## src/rtl/assert_macros.svh

```systemverilog
// Assertion macros shared by the RTL modules
`ifndef ASSERT_MACROS_SVH
`define ASSERT_MACROS_SVH

// same-cycle implication
`define ASSERT_IMPLY(lbl, clk, rst_n, ante, cons) \
  lbl: assert property (@(posedge clk) disable iff (!rst_n) (ante) |-> (cons)) \
    else $error("assertion failed");

// next-cycle implication
`define ASSERT_NEXT(lbl, clk, rst_n, ante, cons) \
  lbl: assert property (@(posedge clk) disable iff (!rst_n) (ante) |=> (cons)) \
    else $error("assertion failed");

`endif

```

## src/rtl/acm_pkg.sv

```systemverilog
// Shared types, constants and helpers of the pattern matcher
package acm_pkg;

  localparam int MAX_NODES   = 256;
  localparam int NODE_W      = $clog2(MAX_NODES);
  localparam int NODE_CNT_W  = NODE_W + 1;
  localparam int MAX_PAT     = 16;
  localparam int PAT_W       = $clog2(MAX_PAT);
  localparam int PAT_CNT_W   = PAT_W + 1;
  localparam int TRIE_AW     = NODE_W + 8;
  localparam int FUNC_W      = 3;
  localparam int KIND_W      = 3;
  localparam int POS_W       = 32;
  localparam int LEN_W       = 8;
  localparam logic [LEN_W-1:0] LEN_MAX = 8'd255;

  typedef enum logic [FUNC_W-1:0] {
    F_CLEAR = 3'd0,
    F_PAT   = 3'd1,
    F_END   = 3'd2,
    F_BUILD = 3'd3,
    F_SCAN  = 3'd4
  } func_t;

  typedef enum logic [KIND_W-1:0] {
    K_MATCH     = 3'd0,
    K_ACCEPTED  = 3'd1,
    K_TRIE_FULL = 3'd2,
    K_PAT_FULL  = 3'd3,
    K_EMPTY     = 3'd4,
    K_NOT_BUILT = 3'd5,
    K_BUILT     = 3'd6
  } kind_t;

  typedef enum logic [4:0] {
    OP_NONE, OP_ACCEPT, OP_CLR_REGS, OP_CLR_STEP, OP_LD_RD, OP_LD_HIT, OP_LD_NEW,
    OP_EP_RD, OP_EP_WR, OP_B_INIT, OP_B1_RD, OP_B1_CHK, OP_B2_POP, OP_B2_Q,
    OP_B2_FR, OP_B2_RD, OP_B2_HIT, OP_WALK_RD, OP_B2_FSET, OP_FAIL_RD,
    OP_FAIL_TAKE, OP_B2_OWN, OP_B2_OWN2, OP_B2_OWN3, OP_C_NEXT, OP_B_DONE,
    OP_SC_HIT, OP_SC_OWN, OP_SC_SET, OP_SEL, OP_EMIT, OP_RESP
  } dp_op_t;

  typedef enum logic [4:0] {
    S_CLEAR, S_IDLE, S_DECODE, S_RESP, S_RESP_CLR, S_LD_RD, S_LD_CHK, S_EP_RD,
    S_EP_WR, S_B_INIT, S_B1_RD, S_B1_CHK, S_B2_POP, S_B2_Q, S_B2_FR, S_B2_RD,
    S_B2_CHK, S_B2_WRD, S_B2_WCHK, S_B2_WFL, S_B2_OWN, S_B2_OWN2, S_B2_OWN3,
    S_B2_NXT, S_SC_RD, S_SC_CHK, S_SC_FL, S_SC_OWN, S_SC_SET, S_SEL, S_EMIT
  } ctl_state_t;

  typedef struct packed {
    dp_op_t op;
    logic   kind_we;
    kind_t  kind;
  } dp_cmd_t;

  typedef struct packed {
    logic [FUNC_W-1:0] func;
    logic trie_nz;
    logic node_root;
    logic c_last;
    logic node_full;
    logic pc_full;
    logic len_full;
    logic len_zero;
    logic built;
    logic q_empty;
    logic own_zero;
    logic sel_last;
    logic set_last;
    logic out_free;
    logic clr_last;
  } dp_stat_t;

  function automatic logic [7:0] fold(input logic [7:0] b, input logic cf);
    logic [7:0] r;
    r = b;
    if (cf && b >= 8'h61 && b <= 8'h7A) r = b - 8'h20;
    return r;
  endfunction

endpackage

```

## src/rtl/acm_ctrl.sv

```systemverilog
// Controller state machine sequencing load, build, scan and clear
`include "assert_macros.svh"
module acm_ctrl (
  input  logic               clk,
  input  logic               rst_n,
  input  logic               in_vld,
  output logic               in_rdy,
  input  acm_pkg::dp_stat_t  stat,
  output acm_pkg::dp_cmd_t   cmd
);
  import acm_pkg::*;

  ctl_state_t st_r, st_nxt;

  always_ff @(posedge clk) begin
    if (!rst_n) st_r <= S_CLEAR;
    else        st_r <= st_nxt;
  end

  // next state
  always_comb begin
    st_nxt = st_r;
    case (st_r)
      S_CLEAR:    if (stat.clr_last) st_nxt = S_IDLE;
      S_IDLE:     if (in_vld) st_nxt = S_DECODE;
      S_DECODE: begin
        case (stat.func)
          F_CLEAR: st_nxt = S_RESP_CLR;
          F_PAT:   st_nxt = (stat.built || stat.pc_full || stat.len_full) ? S_RESP : S_LD_RD;
          F_END:   st_nxt = (stat.built || stat.pc_full || stat.len_zero) ? S_RESP : S_EP_RD;
          F_BUILD: st_nxt = stat.built ? S_RESP : S_B_INIT;
          F_SCAN:  st_nxt = stat.built ? S_SC_RD : S_RESP;
          default: st_nxt = S_IDLE;
        endcase
      end
      S_RESP:     if (stat.out_free) st_nxt = S_IDLE;
      S_RESP_CLR: if (stat.out_free) st_nxt = S_CLEAR;
      S_LD_RD:    st_nxt = S_LD_CHK;
      S_LD_CHK:   st_nxt = S_RESP;
      S_EP_RD:    st_nxt = S_EP_WR;
      S_EP_WR:    st_nxt = S_RESP;
      S_B_INIT:   st_nxt = S_B1_RD;
      S_B1_RD:    st_nxt = S_B1_CHK;
      S_B1_CHK:   st_nxt = stat.c_last ? S_B2_POP : S_B1_RD;
      S_B2_POP:   st_nxt = stat.q_empty ? S_RESP : S_B2_Q;
      S_B2_Q:     st_nxt = S_B2_FR;
      S_B2_FR:    st_nxt = S_B2_RD;
      S_B2_RD:    st_nxt = S_B2_CHK;
      S_B2_CHK:   st_nxt = stat.trie_nz ? S_B2_WRD : S_B2_NXT;
      S_B2_WRD:   st_nxt = S_B2_WCHK;
      S_B2_WCHK:  st_nxt = (stat.trie_nz || stat.node_root) ? S_B2_OWN : S_B2_WFL;
      S_B2_WFL:   st_nxt = S_B2_WRD;
      S_B2_OWN:   st_nxt = S_B2_OWN2;
      S_B2_OWN2:  st_nxt = S_B2_OWN3;
      S_B2_OWN3:  st_nxt = S_B2_NXT;
      S_B2_NXT:   st_nxt = stat.c_last ? S_B2_POP : S_B2_RD;
      S_SC_RD:    st_nxt = S_SC_CHK;
      S_SC_CHK:   st_nxt = (stat.trie_nz || stat.node_root) ? S_SC_OWN : S_SC_FL;
      S_SC_FL:    st_nxt = S_SC_RD;
      S_SC_OWN:   st_nxt = S_SC_SET;
      S_SC_SET:   st_nxt = stat.own_zero ? S_IDLE : S_SEL;
      S_SEL:      if (stat.sel_last) st_nxt = S_EMIT;
      S_EMIT:     if (stat.out_free) st_nxt = stat.set_last ? S_IDLE : S_SEL;
      default:    st_nxt = S_IDLE;
    endcase
  end

  // outputs
  always_comb begin
    cmd.op      = OP_NONE;
    cmd.kind_we = 1'b0;
    cmd.kind    = K_ACCEPTED;
    in_rdy      = (st_r == S_IDLE);
    case (st_r)
      S_CLEAR: cmd.op = OP_CLR_STEP;
      S_IDLE:  if (in_vld) cmd.op = OP_ACCEPT;
      S_DECODE: begin
        cmd.kind_we = 1'b1;
        case (stat.func)
          F_CLEAR: cmd.op = OP_CLR_REGS;
          F_PAT: begin
            if (stat.built)        cmd.kind = K_BUILT;
            else if (stat.pc_full) cmd.kind = K_PAT_FULL;
            else if (stat.len_full) cmd.kind = K_TRIE_FULL;
            else cmd.op = OP_LD_RD;
          end
          F_END: begin
            if (stat.built)         cmd.kind = K_BUILT;
            else if (stat.pc_full)  cmd.kind = K_PAT_FULL;
            else if (stat.len_zero) cmd.kind = K_EMPTY;
          end
          F_BUILD: if (stat.built) cmd.kind = K_BUILT;
          F_SCAN:  if (!stat.built) cmd.kind = K_NOT_BUILT;
          default: cmd.kind_we = 1'b0;
        endcase
      end
      S_RESP, S_RESP_CLR: if (stat.out_free) cmd.op = OP_RESP;
      S_LD_RD: cmd.op = OP_LD_RD;
      S_LD_CHK: begin
        cmd.kind_we = 1'b1;
        if (stat.trie_nz)        cmd.op = OP_LD_HIT;
        else if (stat.node_full) cmd.kind = K_TRIE_FULL;
        else                     cmd.op = OP_LD_NEW;
      end
      S_EP_RD:   cmd.op = OP_EP_RD;
      S_EP_WR: begin
        cmd.op      = OP_EP_WR;
        cmd.kind_we = 1'b1;
      end
      S_B_INIT:  cmd.op = OP_B_INIT;
      S_B1_RD:   cmd.op = OP_B1_RD;
      S_B1_CHK:  cmd.op = OP_B1_CHK;
      S_B2_POP: begin
        if (stat.q_empty) begin
          cmd.op      = OP_B_DONE;
          cmd.kind_we = 1'b1;
        end else begin
          cmd.op = OP_B2_POP;
        end
      end
      S_B2_Q:    cmd.op = OP_B2_Q;
      S_B2_FR:   cmd.op = OP_B2_FR;
      S_B2_RD:   cmd.op = OP_B2_RD;
      S_B2_CHK:  if (stat.trie_nz) cmd.op = OP_B2_HIT;
      S_B2_WRD:  cmd.op = OP_WALK_RD;
      S_B2_WCHK: cmd.op = (stat.trie_nz || stat.node_root) ? OP_B2_FSET : OP_FAIL_RD;
      S_B2_WFL:  cmd.op = OP_FAIL_TAKE;
      S_B2_OWN:  cmd.op = OP_B2_OWN;
      S_B2_OWN2: cmd.op = OP_B2_OWN2;
      S_B2_OWN3: cmd.op = OP_B2_OWN3;
      S_B2_NXT:  cmd.op = OP_C_NEXT;
      S_SC_RD:   cmd.op = OP_WALK_RD;
      S_SC_CHK:  cmd.op = (stat.trie_nz || stat.node_root) ? OP_SC_HIT : OP_FAIL_RD;
      S_SC_FL:   cmd.op = OP_FAIL_TAKE;
      S_SC_OWN:  cmd.op = OP_SC_OWN;
      S_SC_SET:  cmd.op = OP_SC_SET;
      S_SEL:     cmd.op = OP_SEL;
      S_EMIT:    if (stat.out_free) cmd.op = OP_EMIT;
      default: ;
    endcase
  end

  `ASSERT_NEXT(a_accept_decodes, clk, rst_n, st_r == S_IDLE && in_vld, st_r == S_DECODE)
  `ASSERT_IMPLY(a_push_needs_room, clk, rst_n, cmd.op == OP_RESP || cmd.op == OP_EMIT,
                stat.out_free)
  `ASSERT_NEXT(a_clear_after_resp, clk, rst_n, st_r == S_RESP_CLR && stat.out_free,
               st_r == S_CLEAR)

endmodule

```

## config.mk

```make
export PLATFORM = sky130hd
export DESIGN_NAME = acm_ctrl
export DESIGN_NICKNAME = d
export VERILOG_FILES = /design/src/rtl/acm_pkg.sv /design/src/rtl/acm_ctrl.sv
export VERILOG_INCLUDE_DIRS = /design/src /design/src/rtl
export SDC_FILE = /design/constraint.sdc
export NUM_CORES = 1
export LEC_CHECK = 0
export BUFFER_PORTS_ARGS = -buffer_cell sky130_fd_sc_hd__buf_2
export CAP_MARGIN = 20
export CELL_PAD_IN_SITES_DETAIL_PLACEMENT = 1
export CELL_PAD_IN_SITES_GLOBAL_PLACEMENT = 1
export CORE_UTILIZATION = 25
export CTS_CLUSTER_SIZE = 25
export DETAILED_ROUTE_END_ITERATION = 10
export GPL_ROUTABILITY_DRIVEN = 1
export PLACE_DENSITY_LB_ADDON = 0.1
export RECOVER_POWER = 25
export SYNTH_ARGS = -nofsm -noshare
export SYNTH_HDL_FRONTEND = slang
export SYNTH_SLANG_ARGS = --single-unit
```

## constraint.sdc

```tcl
create_clock -name clk -period 1.55 [get_ports clk]
set_input_delay 0.155 -clock clk [delete_from_list [all_inputs] [get_ports clk]]
set_output_delay 0.155 -clock clk [all_outputs]
set_load 0.1 [all_outputs]
```

==> impl_metrics.csv <==
group,metric,value,unit
run_status,status,"complete, but fails checks",
run_status,violations,"negative setup slack",
critical_path,startpoint_type,"flip-flop",
routing,drtAntennaViolNets,0,
power,ir_drop,0.456,mV
cells_and_area,top_register,"st_r",
critical_path,critical_path_class,"flip-flop to primary output",
yosys,synth.distinct_cells,66,
floorplan,dieArea,6310,sq um
sta,finalHoldViolCount,0,
cts,cts_hold_buf,0,
global_routing,grt_use_met2,48.2,%
sta,setup_viol,15,
routing,viasPerCell,5.77,
cells_and_area,fin_nets,360,
routing,wl_per_cell,21.4,um
routing,drc,0,
yosys,synth_fp_nets,244,
cells_and_area,reg_top3,"st_r x5",
global_routing,grt_most_used_layer,"met2",
global_routing,grt_max_degree,17,
cts,path_clk_slew,0.04,ns
global_routing,met3_usage,0.914,%
global_routing,use_met1,35.7,%
routing,vias,2372,
power,p_per_area,552,nW/um^2
cells_and_area,final_area,3060,sq um
global_routing,grt_pass1_vias,2421,
cells_and_area,largest_reg_flops,5,
yosys,synth_ff_type,"dfxtp_1",
floorplan,start_util,26.6,%
sta,holdWs,0.240,ns
cells_and_area,mostFrequentLayoutCell,"buf_4",
routing,route.final.wire_length,8810,um
critical_path,critical-path-slowest-cell,"dfxtp_4",
placed_design,dp_hpwl,5930,um
yosys,synth_area_leader_cell,"o21ai_0",
cells_and_area,drive_above_1_share,60.8,%
sta,period_minus_slack,2.03,ns
critical_path,critical_path.max_stage_delay,0.36,ns
yosys,synth.area.top_cells,"o21ai_0 (7.0%), dfxtp_1 (6.7%), buf_6 (5.3%), nor2_1 (5.3%), a21oi_1 (4.3%)",
sta,slew_violations,0,
routing,first_pass_iters,4,
yosys,ys_seq_elements,5,
yosys,async_flop_share,0,%
yosys,postSynthAreaPerCell,6.70,sq um
job,max-cap-violations,0,
placed_design,place.gp.congestion,0.921,
yosys,synth_area,1500,sq um
critical_path,end_kind,"primary output",
floorplan,fp-row-count,27,
global_routing,grt_usage,27.3,%
cells_and_area,most-common-layout-cells,"buf_4 (81), buf_2 (19), buf_6 (18)",
critical_path,arrival,1.87,ns
power,p_leak,1.24,nW
sta,fin_crit_sh,131,%
critical_path,critPathMaxFanout,6,
critical_path,cp_cell_sequence,"buf_6 > and3b_2 > o211ai_1 > a21oi_2 > a41oi_2 > o2111ai_2 > buf_12",
cells_and_area,antennaDiodeCount,0,
floorplan,fp.dieH,79.5,um
cts,ctsRootBufferMaster,"clkbuf_8",
critical_path,timing.critical_path.buf_inv,2,
cts,h-tree-depth,1,
cts,clock_path_buffers,2,
cts,cts_sinks,5,
sta,grt_setup_unrepaired,"true",
global_routing,grt_overflow,0,
yosys,synth_edf_count,0,
sta,fin_skew,0.00241,ns
floorplan,core_area,5640,sq um
cts,clk_latency,0.23,ns
yosys,synth_top_area_share,7.01,%
yosys,synth_cells,224,
yosys,yosysSeqAreaShare,6.67,%
placed_design,placed_cell_area,2480,sq um
cts,numCtsBuffers,3,
cells_and_area,area_growth,104,%
sta,fin_ws,-0.475,ns
placed_design,numPortBuffers,29,
sta,slew_headroom,66.4,%
floorplan,die_w,79.5,um
sta,max_freq,494,MHz
placed_design,dp_slack,-0.453,ns
global_routing,grt_pass1_wl,13100,um
cells_and_area,utilization,54.2,%
routing,drtIter0Drc,177,
yosys,yosys_warnings,0,
sta,worstMarginPinSlew,0.499,ns
floorplan,io_pins,30,
worst_hold_path,hold_class,"input pin to flip-flop",
global_routing,antenna_found_initial,0,
critical_path,worstPathRequired,1.39,ns
critical_path,crit_family,"compound AO/OA/AOI/OAI gates",
cts,cts_tree,"built",
## repair_timing
action / CTS / global route
buffers inserted: 16 / 11
endpoints found under the setup margin: 15 / 15
pin swaps: 13 / 20
gates resized for setup: 66 / 22
## worst paths after layout
kind	startpoint	to	slack (ns)	depth (start not counted)
worst max register to register	st_r[2]	st_r[3]	-0.35	8
worst min-delay path	rst_n	st_r[0]	0.24	3
worst min register to register	st_r[1]	st_r[4]	0.84	4
worst max-delay path	st_r[0]	cmd[4]	-0.48	7
## tightest hold or removal path, delay by kind of cell
family / cells / cell delay, ns
AO/OA/AOI/OAI: 2 / 0.13
buffers and inverters: 1 / 0.15
## metal layers
| layer | up-vias | wire, um |
|---|---|---|
| met3 | 14 | 349 |
| met4 | 0 | 182 |
| li1 | 1093 | - |
| met5 | - | 0 |
| met2 | 81 | 4460 |
| met1 | 1184 | 3820 |
## synthesized netlist by cell type (all sizes together) (3+ instances only)
cell	count
a21o	3
nor3	6
and3	3
nor2b	7
a32oi	4
o22ai	8
nor3b	5
nor2	21
a221oi	3
nand3	3
nand2	16
nand2b	10
a41oi	3
o22a	3
o21ai	23
or2	3
nand4	4
dfxtp	5
buf	18
a21oi	13
clkbuf	6
a31oi	3
inv	7
o221ai	4
## metrics by stage
stage	TNS (ns)	std cells	total power, mW
after floorplan	-2.49	224	0.746
after CTS	-3.96	401	1.58
after detailed placement	-3.66	381	1.18
after global placement	-3.54	381	1.17
final	-5.22	411	1.69
after global routing	-5.92	411	1.75
## where the power goes
group | switching [mW] | internal (mW)
Clock | 0.0898 | 0.179
Sequential | 0.0149 | 0.133
Combinational | 0.679 | 0.594
## logic make-up (layout without fill, tap and decap cells)
family                     count (synthesis)  in the layout  synth area share, %
buffers and inverters                     32            147                 12.5
DFF                                        5              5                 6.67
adders and majority gates                  1              1                0.667
and+or+nand+nor                           88             88                 31.9
muxes                                      3              3                 2.34
AOI/OAI and AO/OA                         95             95                 46.0
## final cells by class
type,instances,area [sq um]
Clock buffer,4,45.0
Multi-Input combinational cell,187,1530
Sequential cell,5,119
Tap cell,72,90.1
Timing Repair Buffer,135,1240
Inverter,8,37.5
Fill cell,669,2580
No activity file was read; power rests on OpenSTA's default activity.
